==> config.mk <==
export PLATFORM = sky130hd
export DESIGN_NAME = trt_cell
export DESIGN_NICKNAME = d
export VERILOG_FILES = /design/src/assert_macros.svh /design/src/trt_pkg.sv /design/src/trt_cell.sv
export SDC_FILE = /design/constraint.sdc
export NUM_CORES = 1
export LEC_CHECK = 0
export BUFFER_PORTS_ARGS = -buffer_cell sky130_fd_sc_hd__clkbuf_2
export CELL_PAD_IN_SITES_DETAIL_PLACEMENT = 1
export CELL_PAD_IN_SITES_GLOBAL_PLACEMENT = 1
export CORE_AREA = 2 2 279 281
export CTS_CLUSTER_DIAMETER = 100
export DETAILED_ROUTE_END_ITERATION = 10
export DIE_AREA = 0 0 281 283
export PLACE_DENSITY_LB_ADDON = 0.25
export SETUP_SLACK_MARGIN = 0.05
export SLEW_MARGIN = 20
export SYNTH_ARGS = -nofsm -noshare
export SYNTH_HDL_FRONTEND = slang
export SYNTH_SLANG_ARGS = --single-unit
==> constraint.sdc <==
create_clock -name clk -period 3.09 [get_ports clk]
set_input_delay 0.309 -clock clk [delete_from_list [all_inputs] [get_ports clk]]
set_output_delay 0.309 -clock clk [all_outputs]
set_load 0.005 [all_outputs]
==> src/assert_macros.svh <==
// Assertion helpers for the taint range table.
`ifndef ASSERT_MACROS_SVH
`define ASSERT_MACROS_SVH
`ifndef SYNTHESIS
`define TRT_ASSERT_NOW(lbl, clk, rst_n, ante, cons, msg) \
    lbl: assert property (@(posedge clk) disable iff (!rst_n) (ante) |-> (cons)) \
        else $error(msg);
`define TRT_ASSERT_NEXT(lbl, clk, rst_n, ante, cons, msg) \
    lbl: assert property (@(posedge clk) disable iff (!rst_n) (ante) |=> (cons)) \
        else $error(msg);
`else
`define TRT_ASSERT_NOW(lbl, clk, rst_n, ante, cons, msg)
`define TRT_ASSERT_NEXT(lbl, clk, rst_n, ante, cons, msg)
`endif
`endif

==> src/trt_pkg.sv <==
`default_nettype none
package trt_pkg;

    localparam int DEPTH_DEFAULT = 64;
    localparam int ADDR_W = 64;
    localparam int LEN_W = 32;
    localparam logic [ADDR_W-1:0] ADDR_TOP = {ADDR_W{1'b1}};

    // request kinds
    localparam logic [1:0] REQ_QUERY = 2'd0;
    localparam logic [1:0] REQ_SET   = 2'd1;
    localparam logic [1:0] REQ_CLEAR = 2'd2;

    // cell operations
    localparam logic [2:0] OP_HOLD = 3'd0;
    localparam logic [2:0] OP_LOOK = 3'd1;
    localparam logic [2:0] OP_TRIM = 3'd2;
    localparam logic [2:0] OP_DROP = 3'd3;
    localparam logic [2:0] OP_INS  = 3'd4;

    // cell reset contents
    localparam int CELL_EMPTY  = 0;
    localparam int CELL_BOTTOM = 1;
    localparam int CELL_TOP    = 2;

    typedef struct packed {
        logic [2:0]        op;
        logic              shift;
        logic              wr_end;
        logic [ADDR_W-1:0] end_val;
        logic [ADDR_W-1:0] a;
        logic [ADDR_W-1:0] e;
        logic [ADDR_W-1:0] key;
        logic [ADDR_W-1:0] val;
    } ctrl_t;

endpackage
`default_nettype wire

==> src/trt_cell.sv <==
`default_nettype none
module trt_cell #(
    parameter int RESET_KIND = trt_pkg::CELL_EMPTY
) (
    input  wire logic                        clk,
    input  wire logic                        rst_n,
    input  wire trt_pkg::ctrl_t              ctrl,
    input  wire logic                        left_le,
    input  wire logic                        left_gt,
    input  wire logic [trt_pkg::ADDR_W-1:0]  left_start,
    input  wire logic [trt_pkg::ADDR_W-1:0]  left_end,
    input  wire logic                        left_valid,
    input  wire logic                        right_le,
    input  wire logic [trt_pkg::ADDR_W-1:0]  right_start,
    input  wire logic [trt_pkg::ADDR_W-1:0]  right_end,
    input  wire logic                        right_valid,
    output logic [trt_pkg::ADDR_W-1:0]       ent_start,
    output logic [trt_pkg::ADDR_W-1:0]       ent_end,
    output logic                             ent_valid,
    output logic                             le,
    output logic                             gt,
    output logic                             is_p,
    output logic                             is_n,
    output logic                             eq_hit
);
    import trt_pkg::*;

    localparam logic RST_VALID = (RESET_KIND != CELL_EMPTY);
    localparam logic [ADDR_W-1:0] RST_WORD = (RESET_KIND == CELL_TOP) ? ADDR_TOP : '0;

    logic [ADDR_W-1:0] start_reg, start_next;
    logic [ADDR_W-1:0] end_reg, end_next;
    logic              valid_reg, valid_next;
    logic              le_reg, le_next;

    assign ent_start = start_reg;
    assign ent_end   = end_reg;
    assign ent_valid = valid_reg;
    assign le        = le_reg;
    assign gt        = !valid_reg || (start_reg > ctrl.key);
    assign is_p      = le_reg && !right_le;
    assign is_n      = valid_reg && !le_reg && left_le;
    assign eq_hit    = valid_reg && (start_reg == ctrl.e);

    always_comb
    begin
        start_next = start_reg;
        end_next   = end_reg;
        valid_next = valid_reg;
        le_next    = le_reg;
        unique case (ctrl.op)
            OP_LOOK:
            begin
                le_next = valid_reg && (start_reg <= ctrl.a);
            end
            OP_TRIM:
            begin
                if (ctrl.shift && !le_reg)
                begin
                    start_next = right_start;
                    end_next   = right_end;
                    valid_next = right_valid;
                end
                else if (ctrl.wr_end && is_p)
                begin
                    end_next = ctrl.end_val;
                end
            end
            OP_DROP:
            begin
                if (!le_reg || is_p)
                begin
                    start_next = right_start;
                    end_next   = right_end;
                    valid_next = right_valid;
                end
            end
            OP_INS:
            begin
                if (gt)
                begin
                    if (left_gt)
                    begin
                        start_next = left_start;
                        end_next   = left_end;
                        valid_next = left_valid;
                    end
                    else
                    begin
                        start_next = ctrl.key;
                        end_next   = ctrl.val;
                        valid_next = 1'b1;
                    end
                end
            end
            default:
            begin
            end
        endcase
    end

    always_ff @(posedge clk or negedge rst_n)
    begin
        if (!rst_n)
        begin
            start_reg <= RST_WORD;
            end_reg   <= RST_WORD;
            valid_reg <= RST_VALID;
            le_reg    <= 1'b0;
        end
        else
        begin
            start_reg <= start_next;
            end_reg   <= end_next;
            valid_reg <= valid_next;
            le_reg    <= le_next;
        end
    end

endmodule
`default_nettype wire

==> flow_summary.toml <==
[pwr]
p_switching_w = 0.00833
power_frac_comb = 0.686
power.leakage_nw = 10.5
peakVddDrop_v = 0.000390
pwr-share-clk = 0.128
p_per_area_nw_per_um2 = 800
internal_power_w = 0.00934
switching_share = 0.471
p_seq_frac = 0.187

[worst_setup_path]
crit_path_end = "gt"
rrSetupSlack_ns = -0.30
cp_num_cells = 10
cp_slowest_cell = "a2111o_1"
endpoint_kind = "primary output"
startpoint = "ent_start[51]"
rr_worst_depth = 15
critPathKind = "flop to primary output"
startpoint_type = "flop"
reg2reg_from = "ent_start[9]"
cp_top_family = "compound AO/OA/AOI/OAI gates"
r2r_end = "ent_end[38]"
path_cells = "ha_1, a21oi_1, o21ai_1, a221o_1, a2111o_1, nor4_4, nand2b_4, buf_12, nand2_4, buf_6"
path_max_fanout = 3
cp_num_buf_inv = 2
arrival_ns = 3.15
cp.required_ns = 2.78
max_stage_delay_ns = 0.48

[global_route]
overflow = 0
grtUsageTotal = 0.229
antenna_found_initial = 7
grt_pass1_vias = 19700
grt_pass1_wl_um = 135000
grt_max_degree = 119

[synthesis]
syn_area_per_cell_um2 = 7.68
synth_compound_area_frac = 0.293
synth_edf_count = 0
synthesis.nets = 2559
syn_area_um2 = 14200
synth_ff_type = "dfrtp_1"
yosysWarnings = 0
synth_mux_area_frac = 0.0516
synthAdderAreaFrac = 0.113
yosys.area_share.simple = 0.194
synth_seq_area_share = 0.230
synthCells = 1843
synth-seq-cells = 130
async_reset_ff_frac = 1.00
synth_top_family_by_area = "compound AO/OA/AOI/OAI gates"
yosysUniqueCellTypes = 50
synth_xor_area_frac = 0.0315

[timing]
max_freq_mhz = 289
hold_viol_final = 0
setup_violations = 130
skew_ns = 0.0184
holdWs_ns = 0.194
period_share = 1.12
period_needed_ns = 3.46
rsz0062_at_grt = "true"
maxSlewViolCount = 0
slew_headroom = 0.420
setup_tns_ns = -29.19
worstMarginPinSlew_ns = 0.870
layout_setup_ws_ns = -0.366

[worst_hold_path]
hold_path.class = "input port to flop"

[placed_design]
detailed_place_hpwl_um = 72500
placed_area_um2 = 20000
io_buffers = 721
gp_congestion = 1.03

[layout]
nets = 3325
layout_common_cells = "clkbuf_2 (717), nand2_1 (149), inv_1 (148)"
fill_cells = 9306
final_area_um2 = 22100
drive_above_1_share = 0.429
final_common_cell = "clkbuf_2"
area_growth_pct = 56.0
post-route-util = 0.288

[route]
vias = 18400
wl_per_cell_um = 25.4
drt_iter0_markers = 1210
drc = 0
firstDrtPassIters = 8
wl_um = 93000
ant_nets = 0
detail_route.vias_per_cell = 5.03

[run_status]
status = "finished, violations left"
violations = "negative setup slack"

[die]
die_area_um2 = 79500
coreArea_um2 = 76700
die_width_um = 281
ios = 722
die_h_um = 283
start_util = 0.185
rows = 102

[flow_run]
drv_cap = 0

[cts]
cts.sinks = 130
cts-root-buf = "clkbuf_16"
cts.path.max_buffers = 2
cts_buffers = 17
cts.htree.levels = 4
cts_tree = "yes"
clkTransAtPathRegs_ns = 0.06
clk_latency_ns = 0.49
[cell usage after synthesis, types with 21 or more instances]
master / count / area share
xor2_1: 29 / 0.018
mux2_2: 64 / 0.051
a222oi_1: 64 / 0.045
clkbuf_1: 127 / 0.034
a21oi_1: 49 / 0.017
o21ai_0: 144 / 0.051
nor2_1: 142 / 0.038
inv_1: 148 / 0.039
a311o_1: 64 / 0.045
xnor2_1: 22 / 0.014
nand4_1: 34 / 0.015
o211ai_1: 68 / 0.036
o31ai_1: 66 / 0.035
ha_1: 128 / 0.11
dfrtp_1: 130 / 0.23
nand3_1: 141 / 0.050
buf_2: 21 / 0.0074
nor4_1: 78 / 0.034
a211oi_1: 66 / 0.035
nand2_1: 152 / 0.040
[how the worst min path moves through the flow]
stage / from / slack (ns) / end / cells past startpoint
2_1_floorplan: rst_n / 0.01 / ent_end[0] / 0
3_3_place_gp: rst_n / 0.18 / ent_end[23] / 1
3_5_place_dp: rst_n / 0.18 / ent_end[23] / 1
4_1_cts: left_valid / 0.14 / ent_valid / 4
5_1_grt: left_valid / 0.21 / ent_valid / 4
6_report: left_valid / 0.19 / ent_valid / 4
[stage by stage]
| step | cells | total power, W | setup slack [ns] |
|---|---|---|---|
| 2_1_floorplan | 1843 | 0.00788 | 0.207 |
| 3_3_place_gp | 3601 | 0.0129 | -0.607 |
| 3_5_place_dp | 3601 | 0.0132 | -0.624 |
| 4_1_cts | 3665 | 0.0179 | -0.449 |
| 5_1_grt | 3666 | 0.0189 | -0.461 |
| 6_report | 3667 | 0.0177 | -0.366 |
[worst reg2reg max path, cell delays in order, from the launching register on]
cell and delay, ns:
dfrtp_1 0.42, ha_4 0.29, nand4_1 0.17, buf_4 0.19, or3_1 0.34, a21o_1 0.18, a311oi_4 0.37, buf_4 0.20
nor4_4 0.04, nand2b_4 0.16, buf_4 0.13, buf_6 0.13, buf_12 0.15, buf_16 0.16, buf_12 0.17, a211oi_2 0.21
[metal layers]
metal  global-route usage  wire length [um]
met4               0.0580              1830
met2                0.414             47900
met5                    0                 0
met1                0.281             39500
met3               0.0315              3750
[power groups by stage]
stage / clock network, W / registers (W) / logic (W)
after floorplan: 0 / 0.00353 / 0.00435
final: 0.00226 / 0.00330 / 0.0121
after global routing: 0.00239 / 0.00341 / 0.0131
after detailed placement: 0 / 0.00327 / 0.00995
after global placement: 0 / 0.00324 / 0.00966
after CTS: 0.00234 / 0.00327 / 0.0122
[cell families after synthesis]
kind of cell | after synthesis
mux | 65
compound gates | 571
flops | 130
buf+inv | 315
simple gates | 583
fa+ha+maj | 128
xor+xnor | 51
[area by class of cell]
class                   instances  area, um^2  area share
multi-input cells            1398       10500       0.477
flip-flops and latches        130        3250       0.147
diodes                          5        12.5    0.000567
clock inverters                 8         125     0.00567
inverters                     148         556      0.0252
repair buffers                914        5820       0.263
clock buffers                  24         492      0.0223
well taps                    1040        1300      0.0589
[timing repair]
action / in CTS / in global routing
cloned: 16 / 0
setup buffers: 15 / 4
setup endpoints to repair: 132 / 132
pin swaps: 67 / 24
hold buffers: 1 / 0
resized for setup: 142 / 43
hold endpoints to repair: 19 / 0
Note: power is estimated with default switching activity, not from simulation.
